**src/rtl/lspt_pkg.sv**
```systemverilog
package lspt_pkg;

  localparam int RANGE_BITS  = 16;
  localparam int ANGLE_BITS  = 16;
  localparam int COORD_BITS  = 18;

  localparam int CFG_DATA_W  = 48;
  localparam int CFG_INDEX_W = 3;
  localparam int OFFSET_W    = 16;
  localparam int COEF_W      = 16;

  // Q15 millimetre coordinate: range times a Q1.15 factor, with headroom for rotation.
  localparam int CW     = RANGE_BITS + 18;
  localparam int PROD_W = CW + COEF_W;
  localparam int ACC_W  = PROD_W + 1;
  localparam int FW     = ((CW > COORD_BITS) ? CW : COORD_BITS) + 2;

  localparam int QUEUE_DEPTH = 2;
  localparam int QPTR_W      = $clog2(QUEUE_DEPTH);
  localparam int QCNT_W      = $clog2(QUEUE_DEPTH + 1);

  localparam logic [CFG_INDEX_W-1:0] REG_RANGE_FLOOR   = 3'd0;
  localparam logic [CFG_INDEX_W-1:0] REG_RANGE_CEILING = 3'd1;
  localparam logic [CFG_INDEX_W-1:0] REG_ANGLE_START   = 3'd2;
  localparam logic [CFG_INDEX_W-1:0] REG_ANGLE_STEP    = 3'd3;
  localparam logic [CFG_INDEX_W-1:0] REG_YAW_ANGLE     = 3'd4;
  localparam logic [CFG_INDEX_W-1:0] REG_ROLL_ANGLE    = 3'd5;
  localparam logic [CFG_INDEX_W-1:0] REG_PITCH_ANGLE   = 3'd6;
  localparam logic [CFG_INDEX_W-1:0] REG_OFFSET_XYZ    = 3'd7;

  typedef struct packed {
    logic [RANGE_BITS-1:0] range_floor;
    logic [RANGE_BITS-1:0] range_ceiling;
    logic [ANGLE_BITS-1:0] angle_start;
    logic [ANGLE_BITS-1:0] angle_step;
    logic [ANGLE_BITS-1:0] yaw_angle;
    logic [ANGLE_BITS-1:0] roll_angle;
    logic [ANGLE_BITS-1:0] pitch_angle;
    logic [CFG_DATA_W-1:0] offset_xyz;
  } cfg_t;

  typedef struct packed {
    logic [RANGE_BITS-1:0] range;
    logic [ANGLE_BITS-1:0] angle;
  } item_t;

  function automatic logic [31:0] angle_phase(input logic [ANGLE_BITS-1:0] a);
    angle_phase = {a, {(32 - ANGLE_BITS){1'b0}}};
  endfunction

  // Round a Q30 sum back to Q15: add one half, then floor shift.
  function automatic logic signed [ACC_W-1:0] round_q15(input logic signed [ACC_W-1:0] v);
    logic signed [ACC_W-1:0] w;
    w = v + $signed(ACC_W'(16384));
    round_q15 = w >>> 15;
  endfunction

endpackage

```
**src/rtl/lspt_front.sv**
```systemverilog
module lspt_front
  import lspt_pkg::*;
(
  input  logic                   clk,
  input  logic                   rst,
  input  logic                   push,
  input  logic [RANGE_BITS-1:0]  range_mm,
  input  logic                   scan_start,
  input  logic                   cfg_write,
  input  logic [CFG_INDEX_W-1:0] cfg_index,
  input  logic [CFG_DATA_W-1:0]  cfg_data,
  input  logic                   q_full,
  output cfg_t                   cfg,
  output logic                   q_push,
  output item_t                  q_item
);

  logic [ANGLE_BITS-1:0] beam_angle;
  logic [ANGLE_BITS-1:0] beam_angle_next;
  logic                  accept;
  logic                  in_range;

  assign accept          = push && !q_full;
  assign beam_angle_next = scan_start ? cfg.angle_start : beam_angle + cfg.angle_step;
  assign in_range        = (range_mm >= cfg.range_floor) && (range_mm <= cfg.range_ceiling);
  assign q_push          = accept && in_range;
  assign q_item.range    = range_mm;
  assign q_item.angle    = beam_angle_next;

  // The beam angle advances on every accepted word, rejected or not.
  always_ff @(posedge clk) begin
    if (rst) begin
      beam_angle <= '0;
    end else if (accept) begin
      beam_angle <= beam_angle_next;
    end
  end

  always_ff @(posedge clk) begin
    if (rst) begin
      cfg <= '{range_ceiling: {RANGE_BITS{1'b1}}, default: '0};
    end else if (cfg_write) begin
      unique case (cfg_index)
        REG_RANGE_FLOOR:   cfg.range_floor   <= cfg_data[RANGE_BITS-1:0];
        REG_RANGE_CEILING: cfg.range_ceiling <= cfg_data[RANGE_BITS-1:0];
        REG_ANGLE_START:   cfg.angle_start   <= cfg_data[ANGLE_BITS-1:0];
        REG_ANGLE_STEP:    cfg.angle_step    <= cfg_data[ANGLE_BITS-1:0];
        REG_YAW_ANGLE:     cfg.yaw_angle     <= cfg_data[ANGLE_BITS-1:0];
        REG_ROLL_ANGLE:    cfg.roll_angle    <= cfg_data[ANGLE_BITS-1:0];
        REG_PITCH_ANGLE:   cfg.pitch_angle   <= cfg_data[ANGLE_BITS-1:0];
        REG_OFFSET_XYZ:    cfg.offset_xyz    <= cfg_data;
        default: ;
      endcase
    end
  end

endmodule

```
**src/rtl/lspt_queue.sv**
```systemverilog
module lspt_queue
  import lspt_pkg::*;
(
  input  logic  clk,
  input  logic  rst,
  input  logic  wr,
  input  item_t wr_item,
  output logic  full,
  input  logic  rd,
  output logic  valid,
  output item_t rd_item
);

  item_t             slots [QUEUE_DEPTH];
  logic [QPTR_W-1:0] wr_ptr;
  logic [QPTR_W-1:0] rd_ptr;
  logic [QCNT_W-1:0] count;
  logic              do_wr;
  logic              do_rd;

  assign full    = (count == QCNT_W'(QUEUE_DEPTH));
  assign valid   = (count != '0);
  assign rd_item = slots[rd_ptr];
  assign do_wr   = wr && !full;
  assign do_rd   = rd && valid;

  always_ff @(posedge clk) begin
    if (do_wr) begin
      slots[wr_ptr] <= wr_item;
    end
  end

  always_ff @(posedge clk) begin
    if (rst) begin
      wr_ptr <= '0;
      rd_ptr <= '0;
      count  <= '0;
    end else begin
      if (do_wr) begin
        wr_ptr <= wr_ptr + 1'b1;
      end
      if (do_rd) begin
        rd_ptr <= rd_ptr + 1'b1;
      end
      if (do_wr && !do_rd) begin
        count <= count + 1'b1;
      end else if (do_rd && !do_wr) begin
        count <= count - 1'b1;
      end
    end
  end

endmodule

```
**src/rtl/lspt_sine.sv**
```systemverilog
module lspt_sine
  import lspt_pkg::*;
(
  input  logic                     clk,
  input  logic                     rst,
  input  logic                     start,
  input  logic [31:0]              phase,
  output logic                     done,
  output logic signed [COEF_W-1:0] value
);

  localparam logic [2:0] ST_IDLE = 3'd0;
  localparam logic [2:0] ST_SQ   = 3'd1;
  localparam logic [2:0] ST_P1   = 3'd2;
  localparam logic [2:0] ST_P2   = 3'd3;
  localparam logic [2:0] ST_P3   = 3'd4;

  logic [2:0]  state;
  logic [1:0]  quad;
  logic [16:0] z;
  logic [16:0] z2;
  logic [16:0] w;
  logic [16:0] mul_a;
  logic [16:0] mul_b;
  logic [33:0] prod;
  logic [17:0] mag;
  logic [15:0] mag_sat;

  always_comb begin
    unique case (state)
      ST_SQ:   begin mul_a = z;         mul_b = z;  end
      ST_P1:   begin mul_a = 17'd4639;  mul_b = z2; end
      ST_P2:   begin mul_a = w;         mul_b = z2; end
      ST_P3:   begin mul_a = w;         mul_b = z;  end
      default: begin mul_a = '0;        mul_b = '0; end
    endcase
  end

  assign prod    = mul_a * mul_b;
  assign mag     = (prod[33:16] + 18'd1) >> 1;
  assign mag_sat = (mag > 18'd32767) ? 16'd32767 : mag[15:0];

  always_ff @(posedge clk) begin
    if (rst) begin
      state <= ST_IDLE;
      done  <= 1'b0;
    end else begin
      done <= (state == ST_P3);
      unique case (state)
        ST_IDLE: if (start) state <= ST_SQ;
        ST_SQ:   state <= ST_P1;
        ST_P1:   state <= ST_P2;
        ST_P2:   state <= ST_P3;
        ST_P3:   state <= ST_IDLE;
        default: state <= ST_IDLE;
      endcase
    end
  end

  // Odd quadrants mirror the fraction; the upper half turn flips the sign.
  always_ff @(posedge clk) begin
    unique case (state)
      ST_IDLE: begin
        quad <= phase[31:30];
        z    <= phase[30] ? 17'h10000 - {1'b0, phase[29:14]} : {1'b0, phase[29:14]};
      end
      ST_SQ: z2 <= prod[32:16];
      ST_P1: w  <= 17'd42047 - prod[32:16];
      ST_P2: w  <= 17'd102944 - prod[32:16];
      ST_P3: value <= quad[1] ? -$signed(mag_sat) : $signed(mag_sat);
      default: ;
    endcase
  end

endmodule

```
**src/rtl/lspt_back.sv**
```systemverilog
module lspt_back
  import lspt_pkg::*;
(
  input  logic                         clk,
  input  logic                         rst,
  input  cfg_t                         cfg,
  input  logic                         q_valid,
  input  item_t                        q_item,
  output logic                         q_pop,
  input  logic                         pop,
  output logic                         empty,
  output logic signed [COORD_BITS-1:0] point_x,
  output logic signed [COORD_BITS-1:0] point_y,
  output logic signed [COORD_BITS-1:0] point_z
);

  localparam logic [1:0] ST_IDLE = 2'd0;
  localparam logic [1:0] ST_SINE = 2'd1;
  localparam logic [1:0] ST_ROT  = 2'd2;
  localparam logic [1:0] ST_DONE = 2'd3;

  // Coefficient slots: cosine then sine of beam, yaw, roll, pitch.
  localparam logic [2:0] CB = 3'd0;
  localparam logic [2:0] SB = 3'd1;
  localparam logic [2:0] CY = 3'd2;
  localparam logic [2:0] SY = 3'd3;
  localparam logic [2:0] CR = 3'd4;
  localparam logic [2:0] SR = 3'd5;
  localparam logic [2:0] CP = 3'd6;
  localparam logic [2:0] SP = 3'd7;

  logic [1:0]                state;
  logic [2:0]                k;
  logic [3:0]                step;
  logic                      sine_start;
  logic                      sine_done;
  logic signed [COEF_W-1:0]  sine_val;
  logic [ANGLE_BITS-1:0]     sine_angle;
  logic [31:0]               sine_phase;
  logic [RANGE_BITS-1:0]     rng;
  logic [ANGLE_BITS-1:0]     beam;
  logic signed [COEF_W-1:0]  coef [8];
  logic [2:0]                coef_sel;
  logic                      use_r;
  logic [1:0]                coord_sel;
  logic signed [COEF_W-1:0]  mul_c;
  logic signed [CW-1:0]      mul_v;
  logic signed [PROD_W-1:0]  prod;
  logic signed [ACC_W-1:0]   acc;
  logic signed [ACC_W-1:0]   sum_add;
  logic signed [ACC_W-1:0]   sum_sub;
  logic signed [CW-1:0]      x;
  logic signed [CW-1:0]      y;
  logic signed [CW-1:0]      z;
  logic signed [CW-1:0]      tx;
  logic                      out_valid;
  logic                      out_free;

  function automatic logic signed [COORD_BITS-1:0] finish(
    input logic signed [CW-1:0]       v,
    input logic signed [OFFSET_W-1:0] off
  );
    logic signed [FW-1:0] s;
    logic signed [FW-1:0] hi;
    logic signed [FW-1:0] lo;
    hi = $signed(FW'((64'd1 << (COORD_BITS - 1)) - 64'd1));
    lo = -hi - $signed(FW'(1));
    s  = ($signed(FW'(v)) + $signed(FW'(16384))) >>> 15;
    s  = s + $signed(FW'(off));
    if (s > hi) begin
      finish = hi[COORD_BITS-1:0];
    end else if (s < lo) begin
      finish = lo[COORD_BITS-1:0];
    end else begin
      finish = s[COORD_BITS-1:0];
    end
  endfunction

  lspt_sine u_sine (
    .clk   (clk),
    .rst   (rst),
    .start (sine_start),
    .phase (sine_phase),
    .done  (sine_done),
    .value (sine_val)
  );

  always_comb begin
    unique case (k[2:1])
      2'd0:    sine_angle = beam;
      2'd1:    sine_angle = cfg.yaw_angle;
      2'd2:    sine_angle = cfg.roll_angle;
      default: sine_angle = cfg.pitch_angle;
    endcase
  end

  // Cosine is the sine a quarter turn ahead.
  assign sine_phase = angle_phase(sine_angle) + (k[0] ? 32'd0 : 32'h4000_0000);

  always_comb begin
    use_r     = 1'b0;
    coord_sel = 2'd0;
    unique case (step)
      4'd0:    begin coef_sel = CB; use_r = 1'b1;  end
      4'd1:    begin coef_sel = SB; use_r = 1'b1;  end
      4'd2:    begin coef_sel = CY; coord_sel = 2'd0; end
      4'd3:    begin coef_sel = SY; coord_sel = 2'd1; end
      4'd4:    begin coef_sel = SY; coord_sel = 2'd0; end
      4'd5:    begin coef_sel = CY; coord_sel = 2'd1; end
      4'd6:    begin coef_sel = CR; coord_sel = 2'd0; end
      4'd7:    begin coef_sel = SR; coord_sel = 2'd2; end
      4'd8:    begin coef_sel = CR; coord_sel = 2'd2; end
      4'd9:    begin coef_sel = SR; coord_sel = 2'd0; end
      4'd10:   begin coef_sel = CP; coord_sel = 2'd0; end
      4'd11:   begin coef_sel = SP; coord_sel = 2'd1; end
      4'd12:   begin coef_sel = SP; coord_sel = 2'd0; end
      default: begin coef_sel = CP; coord_sel = 2'd1; end
    endcase
  end

  always_comb begin
    unique case (coord_sel)
      2'd0:    mul_v = x;
      2'd1:    mul_v = y;
      default: mul_v = z;
    endcase
    if (use_r) begin
      mul_v = $signed(CW'(rng));
    end
  end

  assign mul_c   = coef[coef_sel];
  assign prod    = mul_c * mul_v;
  assign sum_add = acc + ACC_W'(prod);
  assign sum_sub = acc - ACC_W'(prod);

  assign q_pop    = (state == ST_IDLE) && q_valid;
  assign out_free = !out_valid || pop;
  assign empty    = !out_valid;

  always_ff @(posedge clk) begin
    if (rst) begin
      state      <= ST_IDLE;
      k          <= '0;
      step       <= '0;
      sine_start <= 1'b0;
      out_valid  <= 1'b0;
    end else begin
      sine_start <= ((state == ST_IDLE) && q_valid) ||
                    ((state == ST_SINE) && sine_done && (k != SP));
      out_valid  <= (out_valid && !pop) || ((state == ST_DONE) && out_free);
      unique case (state)
        ST_IDLE: begin
          if (q_valid) begin
            state <= ST_SINE;
            k     <= '0;
          end
        end
        ST_SINE: begin
          if (sine_done) begin
            if (k == SP) begin
              state <= ST_ROT;
              step  <= '0;
            end else begin
              k <= k + 1'b1;
            end
          end
        end
        ST_ROT: begin
          step <= step + 1'b1;
          if (step == 4'd13) begin
            state <= ST_DONE;
          end
        end
        ST_DONE: begin
          if (out_free) begin
            state <= ST_IDLE;
          end
        end
        default: state <= ST_IDLE;
      endcase
    end
  end

  always_ff @(posedge clk) begin
    if (q_pop) begin
      rng  <= q_item.range;
      beam <= q_item.angle;
    end
    if (state == ST_SINE && sine_done) begin
      coef[k] <= sine_val;
    end
    if (state == ST_ROT) begin
      unique case (step)
        4'd0: x <= CW'(prod);
        4'd1: begin
          y <= CW'(prod);
          z <= '0;
        end
        4'd2, 4'd4, 4'd6, 4'd8, 4'd10, 4'd12: acc <= ACC_W'(prod);
        4'd3:  tx <= CW'(round_q15(sum_sub));
        4'd5: begin
          y <= CW'(round_q15(sum_add));
          x <= tx;
        end
        4'd7:  tx <= CW'(round_q15(sum_add));
        4'd9: begin
          z <= CW'(round_q15(sum_sub));
          x <= tx;
        end
        4'd11: tx <= CW'(round_q15(sum_sub));
        4'd13: begin
          y <= CW'(round_q15(sum_add));
          x <= tx;
        end
        default: ;
      endcase
    end
    if (state == ST_DONE && out_free) begin
      point_x <= finish(x, $signed(cfg.offset_xyz[15:0]));
      point_y <= finish(y, $signed(cfg.offset_xyz[31:16]));
      point_z <= finish(z, $signed(cfg.offset_xyz[47:32]));
    end
  end

endmodule

```
**src/rtl/laser_scan_point_transform.sv**
```systemverilog
// Laser scan point transform.
// Input words carry one range sample (range_mm) and a scan_start flag. A word
// is taken when push is high and full is low. scan_start reloads the beam
// angle from angle_start; any other word advances it by angle_step. Samples
// outside [range_floor, range_ceiling] advance the angle but give no result.
// Kept samples become a point that is rotated by yaw, roll and pitch, offset
// and saturated, and is shown on point_x/y/z while empty is low; pop takes it.
// Configuration is written through cfg_write, cfg_index and cfg_data, one
// register per cycle. The user must write it only while the block is idle;
// the block itself does not enforce this. For each kept sample the back end
// runs eight sine evaluations on one shared sine unit and then fourteen steps
// on one shared multiplier, and takes the next sample only once it is done. A
// two-word queue sits between the front and back ends, and the result
// register holds one finished point. When pop is held low the result stays;
// the back end waits with its next point, and once the queue fills, full
// rises. Rejected samples are taken at one per cycle while the queue has room.
// Reset (rst, synchronous) clears the angle and the queue, marks the result empty,
// and sets all configuration registers to zero except range_ceiling, which goes to all ones.
module laser_scan_point_transform
  import lspt_pkg::*;
(
  input  logic                         clk,
  input  logic                         rst,
  input  logic                         push,
  output logic                         full,
  input  logic [RANGE_BITS-1:0]        range_mm,
  input  logic                         scan_start,
  output logic                         empty,
  input  logic                         pop,
  output logic signed [COORD_BITS-1:0] point_x,
  output logic signed [COORD_BITS-1:0] point_y,
  output logic signed [COORD_BITS-1:0] point_z,
  input  logic                         cfg_write,
  input  logic [CFG_INDEX_W-1:0]       cfg_index,
  input  logic [CFG_DATA_W-1:0]        cfg_data
);

  cfg_t  cfg;
  logic  q_push;
  item_t q_wr_item;
  logic  q_full;
  logic  q_pop;
  logic  q_valid;
  item_t q_rd_item;

  assign full = q_full;

  lspt_front u_front (
    .clk        (clk),
    .rst        (rst),
    .push       (push),
    .range_mm   (range_mm),
    .scan_start (scan_start),
    .cfg_write  (cfg_write),
    .cfg_index  (cfg_index),
    .cfg_data   (cfg_data),
    .q_full     (q_full),
    .cfg        (cfg),
    .q_push     (q_push),
    .q_item     (q_wr_item)
  );

  lspt_queue u_queue (
    .clk     (clk),
    .rst     (rst),
    .wr      (q_push),
    .wr_item (q_wr_item),
    .full    (q_full),
    .rd      (q_pop),
    .valid   (q_valid),
    .rd_item (q_rd_item)
  );

  lspt_back u_back (
    .clk     (clk),
    .rst     (rst),
    .cfg     (cfg),
    .q_valid (q_valid),
    .q_item  (q_rd_item),
    .q_pop   (q_pop),
    .pop     (pop),
    .empty   (empty),
    .point_x (point_x),
    .point_y (point_y),
    .point_z (point_z)
  );

endmodule

```
**config.mk**
```make
export PLATFORM = sky130hd
export DESIGN_NAME = laser_scan_point_transform
export DESIGN_NICKNAME = d
export VERILOG_FILES = /design/src/rtl/lspt_pkg.sv /design/src/rtl/lspt_front.sv /design/src/rtl/lspt_queue.sv /design/src/rtl/lspt_sine.sv /design/src/rtl/lspt_back.sv /design/src/rtl/laser_scan_point_transform.sv
export SDC_FILE = /design/constraint.sdc
export NUM_CORES = 2
export LEC_CHECK = 0
export BUFFER_PORTS_ARGS = -buffer_cell sky130_fd_sc_hd__buf_4
export CORE_ASPECT_RATIO = 1.25
export CORE_MARGIN = 4
export CORE_UTILIZATION = 53
export DETAILED_ROUTE_END_ITERATION = 16
export GPL_TIMING_DRIVEN = 0
export PLACE_DENSITY = 0.84
export REMOVE_ABC_BUFFERS = 1
export SYNTH_ARGS = -nofsm -noshare
export SYNTH_HDL_FRONTEND = slang
export SYNTH_SLANG_ARGS = --single-unit
```
**constraint.sdc**
```tcl
create_clock -name clk -period 11.4 [get_ports clk]
set_clock_uncertainty 0.2 [all_clocks]
set_input_delay 0.57 -clock clk [delete_from_list [all_inputs] [get_ports clk]]
set_output_delay 0.57 -clock clk [all_outputs]
set_load 0.01 [all_outputs]
```
== Yosys cells after proc, flatten, opt, wreduce, memory -nomap -nowiden ==
Memory sizes are Yosys's and may differ from the RTL's. A register that Yosys moved wholly into a read port is not among the register bits.
Index checks and enable logic that the tools add are counted.

* Add/subtract/negate cells: 23
* Multipliers: 2
* Order comparisons: 9
* Equal/unequal tests: 40
* Muxes and demuxes: 42
* Reductions and logical operators: 66

{| class="wikitable"
|+ Operators by type and width
! cell !! number
|-
| case mux 34 bit (2 select lines) || 5
|-
| greater-than comparator 36 x 18 -> 1 bit, second input constant || 3
|-
| less-than comparator 36 x 18 -> 1 bit, second input constant || 3
|-
| adder 34 x 16 -> 35 bit, second input constant || 3
|-
| adder 49 x 16 -> 49 bit, second input constant || 2
|-
| case mux 17 bit (2 select lines) || 2
|-
| two-way mux 16 bit || 4
|-
| adder 20 x 16 -> 21 bit || 3
|-
| two-way mux 18 bit || 3
|-
| case mux 17 bit (3 select lines) || 1
|-
| adder 49 bit || 1
|-
| multiplier 16 x 34 -> 49 bit || 1
|-
| subtractor 49 bit || 1
|-
| case mux 16 bit (3 select lines) || 1
|-
| multiplier 17 x 17 -> 34 bit || 1
|-
| two-way mux 34 bit || 1
|-
| adder 32 bit || 1
|-
| two-way mux 31 bit || 1
|-
| AND reduction 2 bit || 13
|-
| equality test 4 bit, second input constant || 6
|-
| OR reduction 2 bit || 12
|-
| case mux 3 bit (7 select lines) || 1
|-
| adder 18 x 1 -> 18 bit, second input constant || 1
|-
| equality test 3 bit, second input constant || 6
|-
| other kinds (45) || 106
|}

* Register bits: 503
* Bits in writable memories: 192
* Bits of input ports: 73
* Logic and storage cells: 217
* Memories kept: 2

{| class="wikitable"
|+ Memories
! memory !! depth !! bits a word !! rd ports !! clocked after Yosys merged registers in !! wr ports !! RTL line !! RTL
|-
| u_back.coef || 8 || 16 || 1 || 0 || 1 || lspt_back.sv:42 || <nowiki>logic signed [COEF_W-1:0] coef [8];</nowiki>
|-
| u_queue.slots || 2 || 32 || 1 || 1 || 1 || lspt_queue.sv:14 || <nowiki>item_t slots [QUEUE_DEPTH];</nowiki>
|}

== Longest topological paths before layout ==
* Depth after elaboration: 10
* Depth in mapped cells: 55
* Mapped depth without buffers: 50

== Modules after synthesis ==
From an unflattened synthesis, not the netlist that was laid out.

* Cells, all modules: 7452
* Area, all modules: 69372.8 um2

{| class="wikitable"
|+ By module, submodules not included
! module !! instances !! cells each !! area each (um2) !! sequential area each (um2)
|-
| lspt_back || 1 || 4696 || 44745.4 || 12201.7
|-
| lspt_sine || 1 || 1573 || 14034.7 || 2122.0
|-
| lspt_front || 1 || 1058 || 8064.0 || 3523.4
|-
| lspt_queue || 1 || 125 || 2528.7 || 2021.9
|}

== Least setup slack after synthesis ==
No wires, ideal clock.

* Path kind: reg-to-reg
* Start point: register u_back.step[1]
* End point: register u_back.tx[33], data pin
* Arrival time: 11.142 ns
* Required time: 10.930 ns
* Path slack: -0.212 ns
* Cell stages (with the launch flop): 54
* Cell sequence: dfxtp_1 -> inv_1 -> ha_1 -> buf_2 -> or3_1 -> o31ai_4 -> buf_2 -> clkbuf_1 -> clkbuf_1 -> buf_1 -> nand2_1 -> nand3_1 -> o21ai_0 -> o21ai_1 -> clkbuf_1 -> nand2_1 -> fa_1 -> inv_1 -> [... 18 more ...] -> a21o_1 -> a21oi_1 -> xor2_1 -> inv_1 -> ha_1 -> ha_1 -> a2111oi_0 -> o21ai_0 -> a31o_2 -> a21oi_1 -> nand2_1 -> o211ai_1 -> o211ai_1 -> a211o_1 -> a41oi_1 -> xnor2_1 -> nor2_1 -> a21oi_1

* Longest elaborated chain between the ends: 10

{| class="wikitable"
|+ RTL lines
! element !! RTL line !! RTL
|-
| from (decl) || lspt_back.sv:34 || <nowiki>logic [3:0] step;</nowiki>
|-
| from (signal assigned) || lspt_back.sv:170 || <nowiki>step <= step + 1'b1;</nowiki>
|-
| equality test 4 bit, or another cell as far along || lspt_back.sv:103 || <nowiki>unique case (step)</nowiki>
|-
| OR reduction 8 bit (no line) or OR reduction 2 bit (tied branches) || -- ||
|-
| case mux 2 bit (2 select lines) || lspt_back.sv:103 ||
|-
| equality test 2 x 1 -> 1 bit or zero test 2 bit (tied branches) || lspt_back.sv:122 || <nowiki>unique case (coord_sel)</nowiki>
|-
| case mux 34 bit (2 select lines) || lspt_back.sv:122 ||
|-
| two-way mux 34 bit || lspt_back.sv:127 || <nowiki>if (use_r) begin</nowiki>
|-
| multiplier 16 x 34 -> 49 bit * || lspt_back.sv:133 || <nowiki>assign prod = mul_c * mul_v;</nowiki>
|-
| named net u_back.prod[29] || lspt_back.sv:48 || <nowiki>logic signed [PROD_W-1:0] prod;</nowiki>
|-
| subtractor 49 bit or adder 49 bit (tied branches) || lspt_back.sv:135, lspt_back.sv:134 ||
|-
| adder 49 x 16 -> 49 bit || lspt_pkg.sv:54 || <nowiki>w = v + $signed(ACC_W'(16384));</nowiki>
|-
| case mux 34 bit (2 select lines) * || lspt_back.sv:194 || <nowiki>unique case (step)</nowiki>
|-
| to (signal assigned) || lspt_back.sv:201 || <nowiki>4'd3: tx <= CW'(round_q15(sum_sub));</nowiki>
|-
| to (signal assigned) || lspt_back.sv:206 || <nowiki>4'd7: tx <= CW'(round_q15(sum_add));</nowiki>
|-
| to (signal assigned) || lspt_back.sv:211 || <nowiki>4'd11: tx <= CW'(round_q15(sum_sub));</nowiki>
|-
| to (decl) || lspt_back.sv:55 || <nowiki>logic signed [CW-1:0] tx;</nowiki>
|}

The timed path passes the listed nets; every way through them passes the cells marked *.
A chain may end at the register's enable or synchronous reset.

== Final worst setup path ==
* Start point: register u_back.step[1]
* End point: register u_back.y[24], data pin

* Longest elaborated chain between the ends: 10

{| class="wikitable"
|+ RTL lines
! element !! RTL line !! RTL
|-
| equality test 4 bit, or another cell as far along || lspt_back.sv:103 ||
|-
| OR reduction 8 bit (no line) or OR reduction 2 bit (tied branches) || -- ||
|-
| case mux 2 bit (2 select lines) || lspt_back.sv:103 ||
|-
| equality test 2 x 1 -> 1 bit or zero test 2 bit (tied branches) || lspt_back.sv:122 ||
|-
| case mux 34 bit (2 select lines) || lspt_back.sv:122 ||
|-
| two-way mux 34 bit || lspt_back.sv:127 ||
|-
| multiplier 16 x 34 -> 49 bit * || lspt_back.sv:133 ||
|-
| named net u_back.prod[29] || lspt_back.sv:48 ||
|-
| adder 49 bit * || lspt_back.sv:134 || <nowiki>assign sum_add = acc + ACC_W'(prod);</nowiki>
|-
| adder 49 x 16 -> 49 bit * || lspt_pkg.sv:54 ||
|-
| case mux 34 bit (2 select lines) * || lspt_back.sv:194 ||
|-
| to (signal assigned) || lspt_back.sv:197 || <nowiki>y <= CW'(prod);</nowiki>
|-
| to (signal assigned) || lspt_back.sv:203 || <nowiki>y <= CW'(round_q15(sum_add));</nowiki>
|-
| to (signal assigned) || lspt_back.sv:213 || <nowiki>y <= CW'(round_q15(sum_add));</nowiki>
|-
| to (decl) || lspt_back.sv:53 || <nowiki>logic signed [CW-1:0] y;</nowiki>
|}

Marked as above.

==> impl_metrics.yaml <==
outcome:
  outcome: "finished with violations"
  violations: "max-capacitance violations, max-slew violations, negative setup slack"
placed_design:
  routabilityCongestion: 0.970
  io_buffers: 128
  dp_hpwl_um: 146000
  dp_slack_ns: -3.14
floorplan:
  die_w_um: 328
  initial_core_util: 0.534
  ios: 129
  core_area_um2: 127000
  die_area_um2: 133000
  row_count: 146
  die-height_um: 407
critical_path:
  crit_arrival_ns: 12.11
  critPathSlowestCell: "fa_1"
  rr_endpoint: "u_back.y[24]$_DFFE_PP_"
  worstSetupStartpointType: "register"
  reg2reg_slack_ns: -0.50
  regToRegStartpoint: "u_back.step[1]$_SDFFE_PP0P_"
  cp_max_fo: 11
  critPathKind: "register to register"
  critPathRequiredTime_ns: 11.61
  max_stage_delay_ns: 0.76
  cp_common_cell: "fa_1"
  cp-end-kind: "register"
  worstRegToRegCells: 52
logic_synthesis:
  seq_area_frac_synth: 0.293
  ys_warn_count: 0
  synth_edf_count: 529
  synthArstFlopShare: 0
  netlist_instances: 7250
  syn_area_um2: 67600
  synth_ff_type: "edfxtp_1"
  ys_types: 100
  avgSynthCellArea_um2: 9.33
  ys_seq_elements: 724
drt:
  first_pass_iters: 10
  routed_wl_um: 227000
  via_per_inst: 6.36
  drtIter0Drc: 8092
  drt-wirelength-per-cell_um: 24.5
  vias: 59200
  ant_nets: 0
  drc: 0
timing:
  worstMarginPinSlew_ns: 1.55
  finalSetupViolCount: 55
  finalWorstSetupSlack_ns: -0.504
  fmax_mhz: 84.0
  fin_crit_sh: 1.04
  min_period_ns: 11.90
  slew_violations: 27
  hold_viol_final: 0
  maxSlewHeadroom: -0.0388
  grt_setup_unrepaired: "yes"
grt:
  grt_pass1_wl_um: 320000
  track_usage: 0.305
  grt_pass1_vias: 58900
  grt_overflow: 0
  antenna_found_initial: 14
  grt_max_degree: 109
cells_and_area:
  fillCellCount: 9081
  fin_nets: 8877
  drive_above_1_share: 0.132
  layout_common_cells: "1175 x nand2_1, 1016 x inv_1, 730 x fa_1, 571 x nor2_1, 529 x edfxtp_1"
  final_util: 0.620
  area_growth_pct: 16.2
  layout_commonest_cell: "nand2_1"
hold_path:
  hold-path-endpoint: "u_front.cfg[145]$_SDFFE_PP0P_"
  worstHoldStart: "cfg_index[1]"
  hold_class: "input pin to register"
  worstHoldPathCells: 4
clock_tree:
  clock_path_buffers: 3
  clock_sinks: 724
  cts_tree: "done"
  cts_buffers: 69
  clock-root-buffer: "clkbuf_16"
  htreeDepth: 3
  clk_latency_ns: 0.70
  cts.clk_slew.worst_paths_ns: 0.07
job:
  max_cap_viol_count: 1
-- worst max path at each step --
stage	startpoint	to	slack, ns	cells past startpoint
CTS	u_back.u_sine.state[0]$_SDFFE_PP0P_	u_back.u_sine.value[14]$_DFFE_PP_	0.001	32
floorplan	u_back.step[1]$_SDFFE_PP0P_	u_back.tx[33]$_DFFE_PP_	-1.02	45
global route	u_back.step[1]$_SDFFE_PP0P_	u_back.y[24]$_DFFE_PP_	-0.68	52
global placement	u_back.step[1]$_SDFFE_PP0P_	u_back.tx[33]$_DFFE_PP_	-5.65	45
detailed placement	u_back.step[1]$_SDFFE_PP0P_	u_back.tx[33]$_DFFE_PP_	-3.14	48
finish	u_back.step[1]$_SDFFE_PP0P_	u_back.y[24]$_DFFE_PP_	-0.50	52
-- repair_timing --
item / in CTS / in global routing
setup buffers: 94 / 130
gates cloned: 17 / 4
gates resized for setup: 168 / 251
hold buffers: 64 / 0
hold endpoints to repair: 140 / 0
setup endpoints to repair: 123 / 83
pin swaps: 47 / 131
-- stage by stage --
step / setup TNS (ns) / hold WS, ns / cells / area, um2
floorplan: -35.50 / 0.227 / 6944 / 66500
global placement: -584.97 / 0.238 / 8774 / 69500
detailed placement: -206.24 / 0.244 / 8851 / 71100
CTS: 0 / 0.0631 / 9154 / 76300
global route: -24.79 / 0.134 / 9290 / 78600
finish: -13.23 / 0.117 / 9297 / 78600
-- metal layers --
layer | wire length (um) | up-vias | GRT usage | share of wire
met1 | 71500 | 28200 | 0.351 | 0.31
li1 | - | 24300 | - | -
met2 | 104000 | 4874 | 0.513 | 0.46
met4 | 22400 | 4 | 0.193 | 0.098
met3 | 29000 | 1795 | 0.0713 | 0.13
met5 | 35 | - | 0 | 0.00015
-- cells in the mapped netlist (39+ instances only) --
cell type	instances	area, um2
xnor2_1	185	1620
dfxtp_1	195	3900
xor2_1	114	998
nor2b_1	93	582
and2_1	58	363
inv_1	1032	3870
nand3_1	94	470
o21ai_0	244	1220
nand2b_1	62	388
and3_1	44	275
nor2_1	602	2260
nand2_1	1201	4510
o21ai_1	55	275
ha_1	542	6780
edfxtp_1	529	15900
clkbuf_1	260	976
a21o_1	117	878
mux2i_1	39	390
nor3_1	55	275
a21oi_1	379	1900
fa_1	734	14700
-- cells by family (layout without fill, tap and decap cells) --
logic type | count (synthesis) | count (layout) | synth area share
AO/OA/AOI/OAI | 1167 | 1169 | 0.109
XOR/XNOR | 302 | 302 | 0.0398
adder cells (fa/ha/maj) | 1278 | 1278 | 0.318
buffers and inverters | 1341 | 1669 | 0.0750
flip-flops | 724 | 724 | 0.293
multiplexers | 89 | 92 | 0.0168
other | 0 | 10 | 0
AND/OR/NAND/NOR | 2349 | 2351 | 0.149
-- flip-flops by register name (all words and copies together), names as in the netlist, 4 cells and up --
name / count
u_back.y: 34
u_back.u_sine.z2: 17
u_back.u_sine.value: 16
u_back.tx: 34
u_back.point_z: 18
u_back.acc: 49
u_back.u_sine.z: 15
u_queue.slots: 64
u_front.beam_angle: 16
u_back.x: 34
u_back.rng: 16
u_back.step: 4
u_back.beam: 16
u_back.point_y: 18
u_back.u_sine.w: 17
u_back.coef: 128
u_front.cfg: 160
u_back.point_x: 18
u_back.z: 34
-- worst max-delay path: cells and delay by family (launching register included) --
family                     cells  cell delay, ns
AOI/OAI and AO/OA             17            2.97
DFF                            1            0.40
adders and majority gates     10            4.26
xor gates and xnor gates       2            0.30
buffers and inverters         12            1.49
and+or+nand+nor               11            1.97
-- layout make-up --
cell class | instances | area, um2 | area share
Clock buffer | 92 | 1930 | 0.0245
Tap cell | 1702 | 2130 | 0.0271
Sequential cell | 724 | 19800 | 0.252
Inverter | 1035 | 3910 | 0.0497
Multi-Input combinational cell | 5192 | 45000 | 0.573
Timing Repair Buffer | 506 | 5210 | 0.0663
Clock inverter | 36 | 548 | 0.00697
Antenna cell | 10 | 25.0 | 0.000318
Power is left out: the tool's default activity adds up to more than one toggle a clock period on the data nets, which glitch-free logic cannot reach.
